<file path="src/rtl/core/fk_pkg.sv">
// Shared constants, register codes and trig tables for the arm kinematics unit.
package fk_pkg;

  // Port widths
  localparam int ANG_W     = 16;
  localparam int SUM_W     = 17;
  localparam int EXT_W     = 15;
  localparam int DIST_W    = 16;
  localparam int LEN_W     = 16;
  localparam int POS_W     = 18;
  localparam int STAMP_W   = 32;
  localparam int CFG_IDX_W = 2;
  localparam int CFG_W     = 16;
  localparam int ZW        = 34;

  // Defaults for the top-level parameters
  localparam int TRIG_STAGES_DEF    = 16;
  localparam int TRIG_FRAC_BITS_DEF = 16;

  // Configuration register indexes
  localparam logic [CFG_IDX_W-1:0] REG_TILT   = 2'd0;
  localparam logic [CFG_IDX_W-1:0] REG_OFFSET = 2'd1;
  localparam logic [CFG_IDX_W-1:0] REG_BASE   = 2'd2;

  localparam logic signed [ANG_W-1:0] TILT_RST   = 16'sd4200;
  localparam logic signed [ANG_W-1:0] OFFSET_RST = 16'sd5000;
  localparam logic [LEN_W-1:0]        BASE_RST   = 16'd3470;

  // Angle conversion: 2^32 = 36000 * TURN_Q + TURN_R
  localparam logic [17:0] FULL_TURN = 18'd36000;
  localparam logic [31:0] TURN_Q    = 32'd119304;
  localparam logic [29:0] TURN_R    = 30'd23296;
  localparam logic [29:0] HALF_UNIT = 30'd18000;
  // floor(n / 36000) = (n * RECIP_M) >> RECIP_S for n < 2^30
  localparam logic [60:0] RECIP_M   = 61'd1954687339;
  localparam int          RECIP_S   = 46;

  localparam longint GAIN_Q30 = 64'd652032874;
  localparam logic signed [POS_W-1:0] POS_MAX = 18'sd131071;
  localparam logic signed [POS_W-1:0] POS_MIN = -18'sd131072;

  // atan(2^-i) in units of 2^-32 turn, zero past the table
  function automatic logic [31:0] atan_turn(input int i);
    logic [31:0] r;
    case (i)
      0:  r = 32'h20000000;
      1:  r = 32'h12E4051E;
      2:  r = 32'h09FB385B;
      3:  r = 32'h051111D4;
      4:  r = 32'h028B0D43;
      5:  r = 32'h0145D7E1;
      6:  r = 32'h00A2F61E;
      7:  r = 32'h00517C55;
      8:  r = 32'h0028BE53;
      9:  r = 32'h00145F2F;
      10: r = 32'h000A2F98;
      11: r = 32'h000517CC;
      12: r = 32'h00028BE6;
      13: r = 32'h000145F3;
      14: r = 32'h0000A2F9;
      15: r = 32'h0000517C;
      16: r = 32'h000028BE;
      17: r = 32'h0000145F;
      18: r = 32'h00000A2F;
      19: r = 32'h00000517;
      20: r = 32'h0000028B;
      21: r = 32'h00000145;
      22: r = 32'h000000A2;
      23: r = 32'h00000051;
      default: r = 32'h0;
    endcase
    return r;
  endfunction

  // Beat carried beside the trig pipeline
  typedef struct packed {
    logic signed [DIST_W-1:0] neg_ext;
    logic [LEN_W-1:0]         base;
    logic [STAMP_W-1:0]       stamp;
  } side_t;

endpackage

</file>
<file path="src/rtl/core/fk_cordic.sv">
// Pipelined rotation-mode CORDIC, one micro-rotation per register stage.
module fk_cordic #(
  parameter int TRIG_STAGES    = fk_pkg::TRIG_STAGES_DEF,
  parameter int TRIG_FRAC_BITS = fk_pkg::TRIG_FRAC_BITS_DEF
) (
  input  logic                            clk,
  input  logic signed [fk_pkg::ZW-1:0]    z_i,
  input  logic                            flip_i,
  output logic signed [TRIG_FRAC_BITS+2:0] sin_o,
  output logic signed [TRIG_FRAC_BITS+2:0] cos_o
);
  import fk_pkg::*;

  localparam int TW = TRIG_FRAC_BITS + 3;
  localparam logic signed [TW-1:0] X0 = TW'(GAIN_Q30 >>> (30 - TRIG_FRAC_BITS));

  logic signed [TW-1:0] x_r [TRIG_STAGES];
  logic signed [TW-1:0] y_r [TRIG_STAGES];
  logic signed [ZW-1:0] z_r [TRIG_STAGES];
  logic                 f_r [TRIG_STAGES];

  // One micro-rotation per stage
  for (genvar i = 0; i < TRIG_STAGES; i++) begin : g_stage
    logic signed [TW-1:0] xi, yi, x_nxt, y_nxt;
    logic signed [ZW-1:0] zi, z_nxt, da;
    logic                 fi;
    if (i == 0) begin : g_first
      assign xi = X0;
      assign yi = '0;
      assign zi = z_i;
      assign fi = flip_i;
    end else begin : g_next
      assign xi = x_r[i-1];
      assign yi = y_r[i-1];
      assign zi = z_r[i-1];
      assign fi = f_r[i-1];
    end
    assign da = {{(ZW-32){1'b0}}, atan_turn(i)};
    always_comb begin
      if (!zi[ZW-1]) begin
        x_nxt = xi - (yi >>> i);
        y_nxt = yi + (xi >>> i);
        z_nxt = zi - da;
      end else begin
        x_nxt = xi + (yi >>> i);
        y_nxt = yi - (xi >>> i);
        z_nxt = zi + da;
      end
    end
    always_ff @(posedge clk) begin
      x_r[i] <= x_nxt;
      y_r[i] <= y_nxt;
      z_r[i] <= z_nxt;
      f_r[i] <= fi;
    end
  end

  // Undo the half-turn fold
  assign sin_o = f_r[TRIG_STAGES-1] ? -y_r[TRIG_STAGES-1] : y_r[TRIG_STAGES-1];
  assign cos_o = f_r[TRIG_STAGES-1] ? -x_r[TRIG_STAGES-1] : x_r[TRIG_STAGES-1];

endmodule

</file>
<file path="config.mk">
export PLATFORM = sky130hd
export DESIGN_NAME = fk_cordic
export DESIGN_NICKNAME = d
export VERILOG_FILES = /design/src/rtl/core/fk_pkg.sv /design/src/rtl/core/fk_cordic.sv
export SDC_FILE = /design/constraint.sdc
export NUM_CORES = 2
export LEC_CHECK = 0
export ABC_CLOCK_PERIOD_IN_PS = 5300
export BUFFER_PORTS_ARGS = -buffer_cell sky130_fd_sc_hd__buf_2
export CAP_MARGIN = 40
export CORE_ASPECT_RATIO = 1.2
export CORE_UTILIZATION = 44
export DETAILED_ROUTE_END_ITERATION = 10
export REMOVE_ABC_BUFFERS = 1
export SKIP_LAST_GASP = 1
export SYNTH_ARGS = -nofsm -noshare
export SYNTH_HDL_FRONTEND = slang
export SYNTH_SLANG_ARGS = --single-unit
export TNS_END_PERCENT = 5
</file>
<file path="constraint.sdc">
create_clock -name clk -period 5.3 [get_ports clk]
set_input_delay 0.795 -clock clk [delete_from_list [all_inputs] [get_ports clk]]
set_output_delay 0.795 -clock clk [all_outputs]
set_load 0.02 [all_outputs]
</file>
* After elaboration in Yosys (flattened, before gate mapping)
Memory sizes are Yosys's and may differ from the RTL's. Cells that the tools add are included.
Word-level totals: latch bits 0, logic and storage cells 147, bits in read-only memories 0, RAM bits 1168, input bits 36, memories kept 4, flip-flop bits (word level) 0, output and inout port bits 38
Memories:
- z_r | depth 16, bits a word 34, read ports 15, clocked after memory_dff 0, wr ports 16, RTL line fk_cordic.sv:19 | logic signed [ZW-1:0] z_r [TRIG_STAGES];
- x_r | depth 16, bits a word 19, read ports 16, clocked after memory_dff 0, wr ports 16, RTL line fk_cordic.sv:17 | logic signed [TW-1:0] x_r [TRIG_STAGES];
- y_r | depth 16, bits a word 19, read ports 16, clocked after memory_dff 0, wr ports 16, RTL line fk_cordic.sv:18 | logic signed [TW-1:0] y_r [TRIG_STAGES];
- f_r | depth 16, bits a word 1, read ports 16, clocked after memory_dff 0, wr ports 16, RTL line fk_cordic.sv:20 | logic f_r [TRIG_STAGES];
Operators by class: bitwise operators 0, multipliers 0, divide/modulo/power cells 0, eq/ne operators 0, order comparisons 0, multiplexer cells 49, shift operators 0, add/sub/neg operators 94, reduce and logical (&&, ||, !) cells 0
Operators with widths (count):
- $mux W19 | 33
- $mux W34 | 16
- $add A19 B10 Y19 | 2
- $add A19 B11 Y19 | 2
- $add A19 B12 Y19 | 2
- $add A19 B13 Y19 | 2
- $add A19 B14 Y19 | 2
- $add A19 B15 Y19 | 2
- $add A19 B16 Y19 | 2
- $add A19 B17 Y19 | 2
- $add A19 B18 Y19 | 2
- $add A19 B4 Y19 | 2
- $add A19 B5 Y19 | 2
- $add A19 B6 Y19 | 2
- $add A19 B7 Y19 | 2
- $add A19 B8 Y19 | 2
- $add A19 B9 Y19 | 2
- $neg A19 Y19 | 2
- $sub A19 B10 Y19 | 2
- $sub A19 B11 Y19 | 2
- $sub A19 B12 Y19 | 2
- $sub A19 B13 Y19 | 2
- $sub A19 B14 Y19 | 2
- $sub A19 B15 Y19 | 2
- 41 further kinds | 50

* Depth between registers and ports, before layout
An unclocked memory read counts as a cell.
word-level depth 3, gate-level depth with buffers 17, gate-level depth less buffers 17

* Worst setup path before layout
OpenSTA, ideal clock, no wires.
path kind register to register, from memory z_r[1][33] (netlist: z_r[0][67]), to memory z_r[2][33] (netlist: z_r[0][101]), period minus slack after synthesis 4.429 ns, required time 5.174 ns, data arrival time 4.303 ns, stages on the path, launching flop included 17, setup slack 0.871 ns, buffers on the path 4, setup time 0.126 ns, cell sequence dfxtp_1 -> clkbuf_1 -> clkbuf_1 -> buf_1 -> inv_1 -> ha_1 -> clkbuf_1 -> nand3_1 -> a21oi_1 -> a21oi_1 -> a311oi_1 -> a31oi_1 -> o21bai_1 -> a21oi_1 -> a211o_1 -> a21oi_1 -> a31oi_1
RTL lines (RTL line):
- start, declared | fk_cordic.sv:19

==> impl_metrics.sql <==
INSERT INTO impl_metrics (metric_group, metric, value, unit) VALUES
('worst_hold_path', 'hold_class', 'in -> reg', ''),
('setup_path', 'cp_common_cell', 'a21oi_1', ''),
('timing', 'skew', '28.2', 'ps'),
('synthesis', 'synth_compound_gate_area_share', '20.1', '%'),
('detailed_routing', 'via_per_inst', '5.40', ''),
('timing', 'rsz_0062_raised_after_global_routing', 'no', ''),
('synthesis', 'synth.distinct_cells', '86', ''),
('floorplan', 'die_y', '441', 'um'),
('timing', 'finalCriticalPeriod', '4150', 'ps'),
('place', 'detailed_place_hpwl', '141000', 'um'),
('floorplan', 'placementRows', '160', ''),
('grt', 'antenna_found_initial', '3', ''),
('final_layout', 'layout.area.seq', '21100', 'um2'),
('floorplan', 'design.die.area', '162000', 'um2'),
('final_layout', 'number_of_nets_in_the_layout', '9283', ''),
('synthesis', 'synth_sequential_area_ratio', '29.9', '%'),
('setup_path', 'crit_slowest_cell', 'a2111oi_1', ''),
('detailed_routing', 'drt.antenna.violating_nets', '0', ''),
('final_layout', 'most_frequent_standard_cell_in_the_layout_excluding_fill_and_tap_cells', 'dfxtp_1', ''),
('timing', 'fin_tns_setup', '0', 'ps'),
('setup_path', 'cells_along_the_critical_path', 'buf_4 > mux2i_1 > fa_1 > a21o_1 > a21oi_1 > nor2b_1 > o21a_1 > o41ai_2 > o21ai_1 > nor4_1 > nor3_1 > a2111oi_1 > a21oi_1 > xnor2_1', ''),
('final_layout', 'n_fill_cell', '15017', ''),
('clock_tree', 'post_cts.repair.setup_buffers', '0', ''),
('final_layout', 'area_growth', '10.0', '%'),
('clock_tree', 'tritoncts_num_sinks', '1052', ''),
('clock_tree', 'cts_tree', 'yes', ''),
('final_layout', 'multiInputGateArea', '47400', 'um2'),
('synthesis', 'synth-main-ff-cell', 'dfxtp_1', ''),
('detailed_routing', 'finalWirelength', '173000', 'um'),
('setup_path', 'cp_data_arrival_time', '4810', 'ps'),
('final_layout', 'most-common-layout-cells', 'dfxtp_1 (1051), ha_1 (1025), a21oi_1 (818)', ''),
('setup_path', 'critPathTopFamily', 'compound AO/OA/AOI/OAI gates', ''),
('synthesis', 'synth.avg_cell_area', '8.76', 'um2'),
('place', 'globalplace.congestion', '0.913', ''),
('timing', 'max_clock_freq', '0.241', 'GHz'),
('grt', 'grtUsageTotal', '21.0', '%'),
('setup_path', 'worst_ep_required_time', '5960', 'ps'),
('synthesis', 'syn_area', '70500', 'um2'),
('synthesis', 'synth_xor_xnor_area_share', '13.1', '%'),
('timing', 'finalWorstSetupSlack', '1150', 'ps'),
('final_layout', 'finish.instance_area', '77600', 'um2'),
('synthesis', 'synth_mux_area_share', '0.805', '%'),
('detailed_routing', 'met1_length', '66100', 'um'),
('clock_tree', 'cts_resized', '0', ''),
('detailed_routing', 'wl_met3', '4380', 'um'),
('timing', 'final_worst_path_period_share', '78.3', '%'),
('place', 'placedInstanceArea', '73400', 'um2'),
('floorplan', 'design.core.area', '159000', 'um2'),
('detailed_routing', 'firstDrtPassIters', '5', ''),
('detailed_routing', 'vias', '56075', ''),
('synthesis', 'synth-async-reset-ratio', '0', '%'),
('final_layout', 'layout-drive-gt1-share', '4.79', '%'),
('clock_tree', 'cts.path.max_buffers', '3', ''),
('synthesis', 'synth_fa_ha_area_share', '19.4', '%'),
('clock_tree', 'cts_hold_buf', '0', ''),
('timing', 'timing_hold_violations_final', '0', ''),
('place', 'dp_worst_setup_slack', '1120', 'ps'),
('floorplan', 'pin_count', '74', ''),
('synthesis', 'synthesis.yosys.warnings', '0', ''),
('final_layout', 'fin_util', '48.9', '%'),
('grt', 'grt_overflow_total', '0', ''),
('detailed_routing', 'routedWlPerCell', '16.7', 'um'),
('clock_tree', 'cts.clk_slew.worst_paths', '70', 'ps'),
('floorplan', 'die_width', '367', 'um'),
('floorplan', 'initial_utilization', '44.4', '%'),
('grt', 'maximum_number_of_pins_on_one_net_before_global_route_repair', '54', ''),
('run_status', 'status', 'finished clean', ''),
('timing', 'relSlewSlack', '40.0', '%'),
('setup_path', 'path_class', 'reg -> reg', ''),
('synthesis', 'ys_seq_elements', '1052', ''),
('timing', 'slew_at_the_pin_closest_to_its_max_slew_limit', '889', 'ps');
==> registers in the layout (all words and copies together), names as in the netlist <==
| signal | cells |
|---|---|
| f_r | 16 |
| y_r | 284 |
| x_r | 275 |
| z_r | 477 |
==> logic make-up (layout without fill, tap and decap cells) <==
kind of cell / count (synthesis) / count (layout)
AOI/OAI and AO/OA: 2250 / 2250
xor gates and xnor gates: 1053 / 1053
adders and majority gates: 1069 / 1069
buffers and inverters: 539 / 764
DFF: 1052 / 1052
muxes: 54 / 54
other: 1 / 2
and+or+nand+nor: 2031 / 2031
==> worst register-to-register path, cell delays in order (launching register included) <==
cell and delay [ps]:
dfxtp_1 330, buf_4 410, mux2i_1 240, fa_1 470
a21o_1 180, a21oi_1 210, nor2b_1 80, o21a_1 200
o41ai_2 410, o21ai_1 190, nor4_1 300, nor3_1 120
a2111oi_1 600, a21oi_1 160, xnor2_1 160
==> layout make-up <==
class,count,area share [%]
multi-input cells,6458,61.1
flip-flops and latches,1052,27.1
clock buffers,139,3.98
well taps,2106,3.40
inverters,446,2.16
clock inverters,73,1.41
repair buffers,106,0.790
diodes,1,0.00322
==> cell usage after synthesis (all sizes together), types with 29 or more instances <==
cell type	n	area, um2
nor3	219	1100
and2	32	200
nand2	379	1420
xnor2	735	6440
mux2i	32	320
nor4	31	194
nor2b	128	801
and3	70	443
a21o	308	2310
a21oi	820	4110
clkbuf	74	278
o21bai	150	1130
nand3	161	806
nand2b	103	644
o21a	116	871
fa	44	881
ha	1025	12800
nand4	55	344
or3	57	357
xor2	317	2780
o31ai	36	275
o41ai	32	322
a31oi	76	475
inv	444	1670
o21ai	401	2010
a211oi	43	328
a21boi	40	300
or2	29	181
nor2	681	2560
dfxtp	1052	21100
==> worst paths after layout <==
| check | start | depth (start not counted) | to | slack [ps] |
|---|---|---|---|---|
| worst max register to register | z_r[0][203]$_DFF_P_ | 14 | y_r[6][18]$_DFF_P_ | 1150 |
| worst min-delay path | flip_i | 1 | f_r[0]$_DFF_P_ | 130 |
| worst max-delay path | z_r[0][203]$_DFF_P_ | 14 | y_r[6][18]$_DFF_P_ | 1150 |
| worst min register to register | f_r[1]$_DFF_P_ | 0 | f_r[2]$_DFF_P_ | 320 |
==> routing by layer <==
layer | global-route usage, % | vias to the layer above
met5 | 0 | -
met4 | 10.3 | 0
met3 | 2.26 | 360
met2 | 42.6 | 776
met1 | 20.7 | 25938
li1 | - | 29001
==> per-stage QoR <==
step / std cells / hold WS [ps]
after detailed placement: 10168 / 312
after global placement: 10168 / 311
after CTS: 10380 / 64.1
after global routing: 10381 / 102
final: 10381 / 132
after floorplan: 7956 / 310
Power is left out: the tool's default activity adds up to more than one toggle a clock period on the data nets, which glitch-free logic cannot reach.
