## src/rtl/core/fk_pkg.sv

```systemverilog
// Shared constants, register codes and trig tables for the arm kinematics unit.
package fk_pkg;

  // Port widths
  localparam int ANG_W     = 16;
  localparam int SUM_W     = 17;
  localparam int EXT_W     = 15;
  localparam int DIST_W    = 16;
  localparam int LEN_W     = 16;
  localparam int POS_W     = 18;
  localparam int STAMP_W   = 32;
  localparam int CFG_IDX_W = 2;
  localparam int CFG_W     = 16;
  localparam int ZW        = 34;

  // Defaults for the top-level parameters
  localparam int TRIG_STAGES_DEF    = 16;
  localparam int TRIG_FRAC_BITS_DEF = 16;

  // Configuration register indexes
  localparam logic [CFG_IDX_W-1:0] REG_TILT   = 2'd0;
  localparam logic [CFG_IDX_W-1:0] REG_OFFSET = 2'd1;
  localparam logic [CFG_IDX_W-1:0] REG_BASE   = 2'd2;

  localparam logic signed [ANG_W-1:0] TILT_RST   = 16'sd4200;
  localparam logic signed [ANG_W-1:0] OFFSET_RST = 16'sd5000;
  localparam logic [LEN_W-1:0]        BASE_RST   = 16'd3470;

  // Angle conversion: 2^32 = 36000 * TURN_Q + TURN_R
  localparam logic [17:0] FULL_TURN = 18'd36000;
  localparam logic [31:0] TURN_Q    = 32'd119304;
  localparam logic [29:0] TURN_R    = 30'd23296;
  localparam logic [29:0] HALF_UNIT = 30'd18000;
  // floor(n / 36000) = (n * RECIP_M) >> RECIP_S for n < 2^30
  localparam logic [60:0] RECIP_M   = 61'd1954687339;
  localparam int          RECIP_S   = 46;

  localparam longint GAIN_Q30 = 64'd652032874;
  localparam logic signed [POS_W-1:0] POS_MAX = 18'sd131071;
  localparam logic signed [POS_W-1:0] POS_MIN = -18'sd131072;

  // atan(2^-i) in units of 2^-32 turn, zero past the table
  function automatic logic [31:0] atan_turn(input int i);
    logic [31:0] r;
    case (i)
      0:  r = 32'h20000000;
      1:  r = 32'h12E4051E;
      2:  r = 32'h09FB385B;
      3:  r = 32'h051111D4;
      4:  r = 32'h028B0D43;
      5:  r = 32'h0145D7E1;
      6:  r = 32'h00A2F61E;
      7:  r = 32'h00517C55;
      8:  r = 32'h0028BE53;
      9:  r = 32'h00145F2F;
      10: r = 32'h000A2F98;
      11: r = 32'h000517CC;
      12: r = 32'h00028BE6;
      13: r = 32'h000145F3;
      14: r = 32'h0000A2F9;
      15: r = 32'h0000517C;
      16: r = 32'h000028BE;
      17: r = 32'h0000145F;
      18: r = 32'h00000A2F;
      19: r = 32'h00000517;
      20: r = 32'h0000028B;
      21: r = 32'h00000145;
      22: r = 32'h000000A2;
      23: r = 32'h00000051;
      default: r = 32'h0;
    endcase
    return r;
  endfunction

  // Beat carried beside the trig pipeline
  typedef struct packed {
    logic signed [DIST_W-1:0] neg_ext;
    logic [LEN_W-1:0]         base;
    logic [STAMP_W-1:0]       stamp;
  } side_t;

endpackage

```

## src/rtl/core/fk_angle_prep.sv

```systemverilog
// Three-stage conversion of a hundredths-of-degree angle to a CORDIC start angle.
module fk_angle_prep (
  input  logic                             clk,
  input  logic signed [fk_pkg::SUM_W-1:0]  ang_i,
  output logic signed [fk_pkg::ZW-1:0]     z_o,
  output logic                             flip_o
);
  import fk_pkg::*;

  logic [15:0] hm_r, hm_nxt;
  logic [29:0] n_r, n_nxt;
  logic [14:0] q_r, q_nxt;
  logic [31:0] base_r, base_nxt;
  logic signed [ZW-1:0] z_r, z_nxt;
  logic flip_r, flip_nxt;

  // Reduce modulo a full turn and form the remainder numerator
  always_comb begin
    logic signed [17:0] tmp;
    logic [17:0] t;
    tmp = {ang_i[SUM_W-1], ang_i} + 18'sd72000;
    t = tmp;
    for (int k = 0; k < 3; k++) begin
      if (t >= FULL_TURN) t = t - FULL_TURN;
    end
    hm_nxt = t[15:0];
    n_nxt  = 30'({14'd0, hm_nxt} * TURN_R) + HALF_UNIT;
  end

  // Divide the remainder by a full turn, scale the whole part
  always_comb begin
    logic [60:0] qp;
    qp       = 61'(n_r) * RECIP_M;
    q_nxt    = 15'(qp >> RECIP_S);
    base_nxt = 32'({16'd0, hm_r} * TURN_Q);
  end

  // Fold angles beyond a right angle into the CORDIC range
  always_comb begin
    logic [31:0] b;
    b = base_r + {17'd0, q_r};
    flip_nxt = (b >= 32'h40000000) && (b < 32'hC0000000);
    if (flip_nxt) b = b + 32'h80000000;
    z_nxt = {{(ZW-32){b[31]}}, b};
  end

  always_ff @(posedge clk) begin
    hm_r   <= hm_nxt;
    n_r    <= n_nxt;
    q_r    <= q_nxt;
    base_r <= base_nxt;
    z_r    <= z_nxt;
    flip_r <= flip_nxt;
  end

  assign z_o    = z_r;
  assign flip_o = flip_r;

endmodule

```

## config.mk

```make
export PLATFORM = sky130hd
export DESIGN_NAME = fk_angle_prep
export DESIGN_NICKNAME = d
export VERILOG_FILES = /design/src/rtl/core/fk_pkg.sv /design/src/rtl/core/fk_angle_prep.sv
export SDC_FILE = /design/constraint.sdc
export NUM_CORES = 1
export LEC_CHECK = 0
export BUFFER_PORTS_ARGS = -buffer_cell sky130_fd_sc_hd__buf_2
export CORE_ASPECT_RATIO = 2
export CORE_UTILIZATION = 60
export CTS_CLUSTER_SIZE = 16
export DETAILED_ROUTE_END_ITERATION = 6
export PLACE_DENSITY = 0.89
export RECOVER_POWER = 25
export SYNTH_ARGS = -nofsm -noshare
export SYNTH_HDL_FRONTEND = slang
export SYNTH_SLANG_ARGS = --single-unit
export TNS_END_PERCENT = 50
```

## constraint.sdc

```tcl
create_clock -name clk -period 8.35 [get_ports clk]
set_input_delay 0 -clock clk [delete_from_list [all_inputs] [get_ports clk]]
set_output_delay 0 -clock clk [all_outputs]
set_load 0.02 [all_outputs]
```

# Word-level counts from Yosys, hierarchy flattened
# Index checks and enable logic that the tools add are counted.
[op_classes]
n_reduce_logical = 1
n_mul = 3
n_addsub = 7
muxes = 4
magnitude_cmp = 5
[ops]
columns = ["op", "count"]
rows = [
  ["multiplier 30 x 31 -> 61 bit, second input constant", 1],
  ["greater-or-equal comparator 18 x 16 -> 1 bit, second input constant", 3],
  ["two-way mux 18 bit", 2],
  ["subtractor 18 x 16 -> 18 bit, second input constant", 2],
  ["adder 32 x 15 -> 32 bit", 1],
  ["adder 32 bit, second input constant", 1],
  ["greater-or-equal comparator 32 x 31 -> 1 bit, second input constant", 1],
  ["less-than comparator 32 bit, second input constant", 1],
  ["two-way mux 32 bit", 1],
  ["adder 30 x 15 -> 30 bit, second input constant", 1],
  ["multiplier 16 x 14 -> 29 bit, second input constant", 1],
  ["multiplier 16 x 7 -> 22 bit, second input constant", 1],
  ["adder 18 x 17 -> 18 bit, second input constant", 1],
  ["two-way mux 16 bit", 1],
  ["subtractor 16 bit, second input constant", 1],
  ["logical AND 1 bit", 1],
]
[word_totals]
out_inout_bits = 35
input_bits = 18
elab_cells = 26
register_bits = 123

# Longest topological paths before layout
# Gate-level depths: netlist (run 1).
[depth]
depth_word = 9
depth_mapped = 38

# Worst setup path before layout (run 1)
# No wires, ideal clock.
[synth_timing]
path_type = "input -> register"
from = "input ang_i[6] (netlist bit)"
to = "register n_r[29]"
stages = 32
path_slack_ps = -123
setup_ps = 130
t_arrival_ps = 8343
required_time_ps = 8220
cell_sequence = "ha_1 inv_2 o41a_1 o311ai_2 a41oi_2 nor4_1 a211oi_2 or3_4 a21oi_4 mux2_4 o311ai_2 a21o_2 o211ai_1 xnor2_1 ha_1 fa_1 ha_1 xnor2_1 fa_1 inv_1 ha_1 or3_1 o21a_1 a21oi_1 xnor2_1 nand3_1 or3_1 nor3b_1 and3_1 nand3_1 nor3b_1 xnor3_1"
[synth_via]
elab_chain_cells = 9
word_cells_on_any_way = 12
cone_classes = "add/sub (5); mul (1); order compare (3); mux (3)"
[synth_rtl]
columns = ["element", "line", "source"]
rows = [
  ["from (decl)", "fk_angle_prep.sv:4", "input logic signed [fk_pkg::SUM_W-1:0] ang_i,"],
  ["adder 18 x 17 -> 18 bit (*)", "fk_angle_prep.sv:21", "tmp = {ang_i[SUM_W-1], ang_i} + 18'sd72000;"],
  ["subtractor 18 x 16 -> 18 bit or greater-or-equal comparator 18 x 16 -> 1 bit (tied branches)", "fk_angle_prep.sv:24", "if (t >= FULL_TURN) t = t - FULL_TURN;"],
  ["two-way mux 18 bit (*)", "fk_angle_prep.sv:24", ""],
  ["subtractor 18 x 16 -> 18 bit or greater-or-equal comparator 18 x 16 -> 1 bit (tied branches)", "fk_angle_prep.sv:24", ""],
  ["two-way mux 18 bit (*)", "fk_angle_prep.sv:24", ""],
  ["subtractor 16 bit or greater-or-equal comparator 18 x 16 -> 1 bit (tied branches)", "fk_angle_prep.sv:24", ""],
  ["two-way mux 16 bit (*)", "fk_angle_prep.sv:24", ""],
  ["net hm_nxt[6]", "fk_angle_prep.sv:10", "logic [15:0] hm_r, hm_nxt;"],
  ["multiplier 16 x 7 -> 22 bit (*)", "fk_angle_prep.sv:27", "n_nxt = 30'({14'd0, hm_nxt} * TURN_R) + HALF_UNIT;"],
  ["adder 30 x 15 -> 30 bit (*)", "fk_angle_prep.sv:27", ""],
  ["net n_nxt[29]", "fk_angle_prep.sv:11", "logic [29:0] n_r, n_nxt;"],
  ["to (signal assigned)", "fk_angle_prep.sv:49", "n_r <= n_nxt;"],
  ["to (decl)", "fk_angle_prep.sv:11", ""],
]
# The timed path passes the listed nets; every way through them passes the cells marked *.

# Worst setup path after layout (run 1)
[layout_timing]
from = "register n_r[15]"
to = "register q_r[10]"
[layout_via]
elab_chain_cells = 1
[layout_rtl]
columns = ["element", "line", "source"]
rows = [
  ["multiplier 30 x 31 -> 61 bit", "fk_angle_prep.sv:33", "qp = 61'(n_r) * RECIP_M;"],
  ["net q_nxt[10]", "fk_angle_prep.sv:12", "logic [14:0] q_r, q_nxt;"],
  ["to (signal assigned)", "fk_angle_prep.sv:50", "q_r <= q_nxt;"],
  ["to (decl)", "fk_angle_prep.sv:12", ""],
]
# The timed path passes the listed nets, and every way through them passes these cells.

==> run_summary.xml, run 1 <==
<?xml version="1.0" encoding="UTF-8"?>
<metrics>
  <group name="clock_tree">
    <metric name="clkTransAtPathRegs" unit="ps">60</metric>
    <metric name="clk-insertion-delay-late" unit="ps">440</metric>
    <metric name="clk_path_buf_depth" unit="">2</metric>
    <metric name="tritoncts_num_sinks" unit="">114</metric>
    <metric name="level_count_of_the_clock_h_tree" unit="">4</metric>
    <metric name="cts_bufs_inserted" unit="">17</metric>
    <metric name="tritoncts" unit="">yes</metric>
    <metric name="clockRootBuffer" unit="">clkbuf_16</metric>
  </group>
  <group name="synthesis">
    <metric name="synth_largest_type_area_fraction" unit="">0.308</metric>
    <metric name="netlist_area" unit="um^2">20900</metric>
    <metric name="portion_of_netlist_area_occupied_by_mux_cells" unit="">0.00167</metric>
    <metric name="sequential_fraction_of_the_synthesis_area" unit="">0.109</metric>
    <metric name="synth.avg_cell_area" unit="um^2">10.3</metric>
    <metric name="synth_cell_type_count" unit="">87</metric>
    <metric name="postSynthCellCount" unit="">2035</metric>
    <metric name="post_synth_main_area_contributors" unit="">ha_1 31%, fa_1 29%, dfxtp_1 11%, inv_1 7.9%, xnor2_1 4.1%</metric>
    <metric name="synth_edf_count" unit="">0</metric>
    <metric name="yosys_warnings" unit="">0</metric>
    <metric name="yosys.area_share.xor_xnor" unit="">0.0674</metric>
    <metric name="synth-adder-area-share" unit="">0.594</metric>
    <metric name="synth_top_flop_cell" unit="">dfxtp_1</metric>
    <metric name="synthesized_flop_and_latch_total" unit="">114</metric>
    <metric name="synth_compound_area_frac" unit="">0.0869</metric>
    <metric name="main_combinational_cell_family_by_area_after_synthesis" unit="">adder cells</metric>
    <metric name="simple_gate_portion_of_the_synthesized_area" unit="">0.0585</metric>
    <metric name="synth.largest_area_cell" unit="">ha_1</metric>
    <metric name="async_flop_share" unit="">0</metric>
    <metric name="syn_nets" unit="">2868</metric>
  </group>
  <group name="grt">
    <metric name="grt_overflow" unit="">0</metric>
    <metric name="grt_max_degree" unit="">18</metric>
    <metric name="grt_pass1_vias" unit="">18300</metric>
    <metric name="track_usage" unit="">0.345</metric>
    <metric name="grt_first_pass_wirelength" unit="um">91700</metric>
    <metric name="antenna_found_initial" unit="">1</metric>
  </group>
  <group name="critical_path">
    <metric name="timing.critical_path.max_delay_family" unit="">adder cells</metric>
    <metric name="crit_slowest_cell" unit="">dfxtp_1</metric>
    <metric name="setup.reg_to_reg.worst_slack" unit="ps">100</metric>
    <metric name="critical-path-top-cell-by-count" unit="">fa_1</metric>
    <metric name="r2r_start" unit="">n_r[15]</metric>
    <metric name="critical_path_buf_inv_count" unit="">6</metric>
    <metric name="timing_worst_setup_path_type" unit="">reg2reg</metric>
    <metric name="worstSetupStartpointType" unit="">flip-flop</metric>
    <metric name="crit_path_max_fanout" unit="">7</metric>
    <metric name="cp_slowest_stage_delay" unit="ps">680</metric>
    <metric name="setup.worst_path.end_class" unit="">flip-flop</metric>
    <metric name="worst-endpoint-arrival" unit="ps">8610</metric>
    <metric name="setup.worst_path.start" unit="">n_r[15]</metric>
    <metric name="cp_data_required_time" unit="ps">8710</metric>
  </group>
  <group name="timing">
    <metric name="timing.final.crit_share" unit="">0.988</metric>
    <metric name="final_setup_violation_count" unit="">0</metric>
    <metric name="hold_viol" unit="">0</metric>
    <metric name="holdWs" unit="ps">17.4</metric>
    <metric name="tightestPinTransition" unit="ps">1580</metric>
    <metric name="slew_headroom" unit="">-0.0564</metric>
    <metric name="max_clock_freq" unit="MHz">121</metric>
    <metric name="slew_violations" unit="">18</metric>
    <metric name="setup_tns" unit="ps">0</metric>
    <metric name="period_needed" unit="ps">8250</metric>
    <metric name="fin_worst_skew" unit="ps">12.4</metric>
  </group>
  <group name="status">
    <metric name="run_status" unit="">complete, but fails checks</metric>
    <metric name="failed_checks" unit="">max-capacitance violations, max-slew violations</metric>
  </group>
  <group name="cells_and_area">
    <metric name="layout.nets" unit="">3078</metric>
    <metric name="drive_gt1_frac" unit="">0.116</metric>
    <metric name="area_delta_synth_final" unit="%">12.9</metric>
    <metric name="stdcell_area" unit="um^2">23600</metric>
  </group>
  <group name="route">
    <metric name="drt-pass1-iter-count" unit="">5</metric>
    <metric name="antenna_left" unit="">0</metric>
    <metric name="drc_errors" unit="">0</metric>
    <metric name="vias" unit="">15900</metric>
    <metric name="detailedRoute.firstIterationViolations" unit="">606</metric>
    <metric name="routed_wl" unit="um">60300</metric>
    <metric name="vias_per_cell" unit="">5.89</metric>
    <metric name="detail_route.wl_per_cell" unit="um">22.3</metric>
  </group>
  <group name="place">
    <metric name="port_buffers" unit="">52</metric>
    <metric name="placed_cell_area" unit="um^2">22700</metric>
    <metric name="hpwlAfterDp" unit="um">48800</metric>
    <metric name="finalWeightedCongestion" unit="">1.10</metric>
  </group>
  <group name="min_path">
    <metric name="holdCritPathClass" unit="">in2reg</metric>
    <metric name="hold_path.startpoint" unit="">ang_i[1]</metric>
  </group>
  <group name="floorplan">
    <metric name="pin_count" unit="">53</metric>
    <metric name="die_width" unit="um">134</metric>
    <metric name="core_area" unit="um^2">34400</metric>
    <metric name="floorplan.die.height" unit="um">266</metric>
    <metric name="die_area" unit="um^2">35700</metric>
    <metric name="placement_rows" unit="">96</metric>
    <metric name="floorplan.initialDensity" unit="">0.609</metric>
  </group>
  <group name="run">
    <metric name="max_cap_violations" unit="">1</metric>
  </group>
</metrics>
cell usage after synthesis (4+ instances only):
master,n
nor3_1,23
and3_1,11
a21o_1,18
o21ai_0,48
nor2_1,58
or3_1,6
nor2b_1,14
nand2b_1,13
nand3_1,34
and3b_1,4
and2_1,7
a311oi_1,4
a21boi_0,5
nand2_1,41
o21a_1,17
o21ai_1,5
dfxtp_1,114
o31ai_1,6
nor4_1,4
nand3b_1,4
buf_2,4
o211ai_1,10
o2111ai_1,4
fa_1,299
a21oi_1,57
xor2_1,52
ha_1,516
nand4_1,6
a211oi_1,6
o21bai_1,8
inv_1,442
a31oi_1,7
xnor2_1,99
a22oi_1,4
a21oi_2,5
final cells by class:
| cell class | count | area [um^2] |
|---|---|---|
| diodes | 1 | 2.50 |
| clock buffers | 20 | 437 |
| clock inverters | 12 | 181 |
| fillers | 2370 | 10700 |
| inverters | 443 | 1670 |
| multi-input cells | 1468 | 17100 |
| flip-flops and latches | 114 | 2280 |
| well taps | 441 | 552 |
| repair buffers | 201 | 1350 |
flip-flops by register name (all words and copies together), names as in the netlist:
name	cells
z_o	32
base_r	29
n_r	21
hm_r	16
q_r	15
flip_o	1
kinds of logic (layout without fill, tap and decap cells):
| kind of cell | after synthesis | in the layout |
|---|---|---|
| AO/OA/AOI/OAI | 254 | 254 |
| XOR/XNOR | 156 | 156 |
| adder cells (fa/ha/maj) | 815 | 815 |
| buffers and inverters | 453 | 676 |
| flip-flops | 114 | 114 |
| multiplexers | 3 | 3 |
| other | 0 | 1 |
| AND/OR/NAND/NOR | 240 | 240 |
layout by cell type (no fill, tap or decap), types with 17 or more instances in the layout:
cell	Yosys	routed
o21ai_0	48	43
clkbuf_1	3	30
xor2_1	52	49
o21a_1	17	17
nand3_1	34	33
nor2_1	58	58
buf_4	3	142
xnor2_1	99	98
inv_1	442	441
dfxtp_1	114	112
a21oi_1	57	55
nor3_1	23	23
buf_2	4	27
ha_1	516	513
nand2_1	41	41
a21o_1	18	18
clkbuf_16	0	17
fa_1	299	299
worst min-delay path, delay by kind of cell:
kind                       cells  cell delay, ps
adders and majority gates      1             170
buffers and inverters          3             230
per-stage QoR:
stage          setup slack [ps]   util  std cells
3_3_place_gp              0.789  0.661       2651
3_5_place_dp               -269  0.661       2651
5_1_grt                    -184  0.688       2699
4_1_cts                    86.6  0.680       2688
2_1_floorplan              39.1      -       2035
6_report                    103  0.688       2700
what timing repair did:
action / in CTS / in global routing
endpoints found under the setup margin: 1 / 13
endpoints found under the hold margin: 5 / 0
buffers inserted: 0 / 11
pin swaps: 0 / 26
hold buffers: 5 / 0
resized for setup: 1 / 36
final timing paths:
check,cells past startpoint,to
max,27,q_r[10]
min,4,n_r[9]
max reg2reg,27,q_r[10]
min reg2reg,0,z_o[1]
per-layer routing:
metal / global-route usage / wire length, um / up-vias / part of all wire
li1: - / - / 7113 / -
met1: 0.274 / 17100 / 7743 / 0.28
met2: 0.657 / 32400 / 651 / 0.54
met3: 0.0713 / 3050 / 398 / 0.050
met4: 0.353 / 7680 / 2 / 0.13
met5: 0 / 9 / - / 0.00015
Power of run 1 is not shown: default switching activity piles up to over one toggle a cycle in this logic, so the estimate is an artifact.
==> run 2, diff against run 1 <==
- GPL_TIMING_DRIVEN: unset -> 0
==> run 2 against run 1 <==
Compared with the run above: the run ends with negative setup slack left; fmax shrank 9.1%; largest cell class unchanged; worst setup slack lost 820 ps; final cell count shrank 3.3%; routed wire length grew 4.2%; global-route usage shrank 2.2 points; hold slack gained 30 ps; first-iteration DRC count grew 72%.
==> run_summary.xml, run 2 (synthesis results as in run 1) <==
<?xml version="1.0" encoding="UTF-8"?>
<metrics>
  <group name="status">
    <metric name="run_status" unit="">complete, but fails checks</metric>
    <metric name="failed_checks" unit="">negative setup slack</metric>
  </group>
  <group name="clock_tree">
    <metric name="clk_path_buf_depth" unit="">2</metric>
    <metric name="cts_bufs_inserted" unit="">17</metric>
    <metric name="clockRootBuffer" unit="">clkbuf_16</metric>
    <metric name="clk-insertion-delay-late" unit="ps">450</metric>
    <metric name="tritoncts_num_sinks" unit="">114</metric>
    <metric name="tritoncts" unit="">yes</metric>
    <metric name="clkTransAtPathRegs" unit="ps">60</metric>
    <metric name="level_count_of_the_clock_h_tree" unit="">4</metric>
  </group>
  <group name="timing">
    <metric name="worst_slack" unit="ps">-722</metric>
    <metric name="fin_worst_skew" unit="ps">10.8</metric>
    <metric name="timing.final.crit_share" unit="">1.09</metric>
    <metric name="tightestPinTransition" unit="ps">1150</metric>
    <metric name="holdWs" unit="ps">47.8</metric>
    <metric name="max_clock_freq" unit="MHz">110</metric>
    <metric name="period_needed" unit="ps">9070</metric>
    <metric name="final_setup_violation_count" unit="">7</metric>
    <metric name="slew_headroom" unit="">0.227</metric>
    <metric name="slew_violations" unit="">0</metric>
    <metric name="hold_viol" unit="">0</metric>
  </group>
  <group name="grt">
    <metric name="grt_overflow" unit="">0</metric>
    <metric name="grt_pass1_vias" unit="">17600</metric>
    <metric name="grt_first_pass_wirelength" unit="um">87100</metric>
    <metric name="antenna_found_initial" unit="">1</metric>
    <metric name="track_usage" unit="">0.323</metric>
    <metric name="grt_max_degree" unit="">19</metric>
  </group>
  <group name="critical_path">
    <metric name="crit_slowest_cell" unit="">fa_1</metric>
    <metric name="setup.worst_path.end_class" unit="">flip-flop</metric>
    <metric name="setup.worst_path.start" unit="">ang_i[7]</metric>
    <metric name="worstSetupStartpointType" unit="">input pin</metric>
    <metric name="setup.reg_to_reg.worst_slack" unit="ps">-130</metric>
    <metric name="cp_data_required_time" unit="ps">8720</metric>
    <metric name="timing_worst_setup_path_type" unit="">in2reg</metric>
    <metric name="r2r_start" unit="">n_r[28]</metric>
    <metric name="critical-path-top-cell-by-count" unit="">buf_4</metric>
    <metric name="worst-endpoint-arrival" unit="ps">9440</metric>
    <metric name="crit_path_max_fanout" unit="">8</metric>
    <metric name="cp_slowest_stage_delay" unit="ps">730</metric>
  </group>
  <group name="cells_and_area">
    <metric name="layout.nets" unit="">2988</metric>
    <metric name="mostFrequentLayoutCell" unit="">ha_1</metric>
    <metric name="filler_cell_count" unit="">2356</metric>
    <metric name="area_delta_synth_final" unit="%">11.6</metric>
    <metric name="layout.cells.most_common_list" unit="">505 x ha_1, 440 x inv_1, 299 x fa_1</metric>
    <metric name="largest_reg_flops" unit="">32</metric>
    <metric name="drive_gt1_frac" unit="">0.0987</metric>
    <metric name="final_core_utilization" unit="">0.680</metric>
  </group>
  <group name="route">
    <metric name="drc_errors" unit="">0</metric>
    <metric name="routed_wl" unit="um">62800</metric>
    <metric name="routedLengthMet1" unit="um">18200</metric>
    <metric name="drt-pass1-iter-count" unit="">6</metric>
    <metric name="met3_wl_post_dr" unit="um">3870</metric>
    <metric name="top_signal_layer_used" unit="">met4</metric>
    <metric name="detailedRoute.firstIterationViolations" unit="">1044</metric>
    <metric name="vias" unit="">16300</metric>
    <metric name="detail_route.wl_per_cell" unit="um">24.1</metric>
    <metric name="wl_met2" unit="um">33000</metric>
    <metric name="antenna_left" unit="">0</metric>
    <metric name="vias_per_cell" unit="">6.26</metric>
  </group>
  <group name="place">
    <metric name="finalWeightedCongestion" unit="">1.05</metric>
    <metric name="hpwlAfterDp" unit="um">44000</metric>
    <metric name="port_buffers" unit="">48</metric>
  </group>
  <group name="floorplan">
    <metric name="floorplan.die.height" unit="um">266</metric>
    <metric name="die_width" unit="um">134</metric>
    <metric name="core_area" unit="um^2">34400</metric>
    <metric name="pin_count" unit="">53</metric>
    <metric name="floorplan.initialDensity" unit="">0.609</metric>
    <metric name="placement_rows" unit="">96</metric>
    <metric name="die_area" unit="um^2">35700</metric>
  </group>
  <group name="run">
    <metric name="max_cap_violations" unit="">0</metric>
  </group>
  <group name="min_path">
    <metric name="holdCritPathClass" unit="">in2reg</metric>
    <metric name="hold_path.startpoint" unit="">ang_i[1]</metric>
  </group>
</metrics>
[run 2: cell count changes in the layout (fill, tap and decap cells not counted), moves of 4 or more]
| cell | delta |
|---|---|
| ha_4 | +5 |
| ha_1 | -8 |
| xor2_1 | -6 |
| o21ai_0 | -4 |
| buf_4 | -93 |
| dfxtp_2 | +5 |
| xnor2_4 | +4 |
| dfxtp_1 | -5 |
| xnor2_2 | +6 |
| xnor2_1 | -10 |
[run 2: area by class of cell]
cell class	count	area [um^2]	share of cell area
diodes	3	7.51	0.000321
clock buffers	19	433	0.0185
flip-flops and latches	114	2290	0.0981
inverters	443	1670	0.0714
repair buffers	101	651	0.0279
clock inverters	13	174	0.00745
multi-input cells	1468	17500	0.750
plain buffers	10	55.1	0.00236
well taps	441	552	0.0236
[run 2: critical path: cells and delay by family]
family | cells | cell delay, ps
buffers and inverters | 8 | 940
adders and majority gates | 6 | 2490
and+or+nand+nor | 3 | 840
xor gates and xnor gates | 4 | 970
AOI/OAI and AO/OA | 15 | 3810
muxes | 1 | 370
[run 2: through the flow]
stage / setup slack (ps) / area, um^2 / setup TNS, ps / cells
2_1_floorplan: 39.1 / 20900 / 0 / 2035
3_3_place_gp: -1230 / 21700 / -7320 / 2524
3_5_place_dp: -1410 / 21700 / -9790 / 2524
4_1_cts: -97.8 / 22700 / -104 / 2568
6_report: -722 / 23400 / -2600 / 2612
5_1_grt: -1020 / 23300 / -4650 / 2609
[run 2: path summary, 6_finish.rpt]
kind              to  cells past startpoint
max          n_r[28]                     37
min           n_r[9]                      4
max reg2reg  q_r[14]                     22
min reg2reg   z_o[2]                      0
[run 2: routing by layer]
metal	up-vias	global-route usage
li1	6925	-
met1	7981	0.270
met2	921	0.622
met3	518	0.0457
met4	0	0.316
met5	-	0
[run 2: repair_timing]
action / in CTS / in global routing
hold buffers: 4 / 1
pin swaps: 9 / 45
buffers inserted: 8 / 40
hold endpoints to repair: 5 / 1
endpoints found under the setup margin: 17 / 8
resized for setup: 37 / 68
Power of run 2 is left out for the same reason.
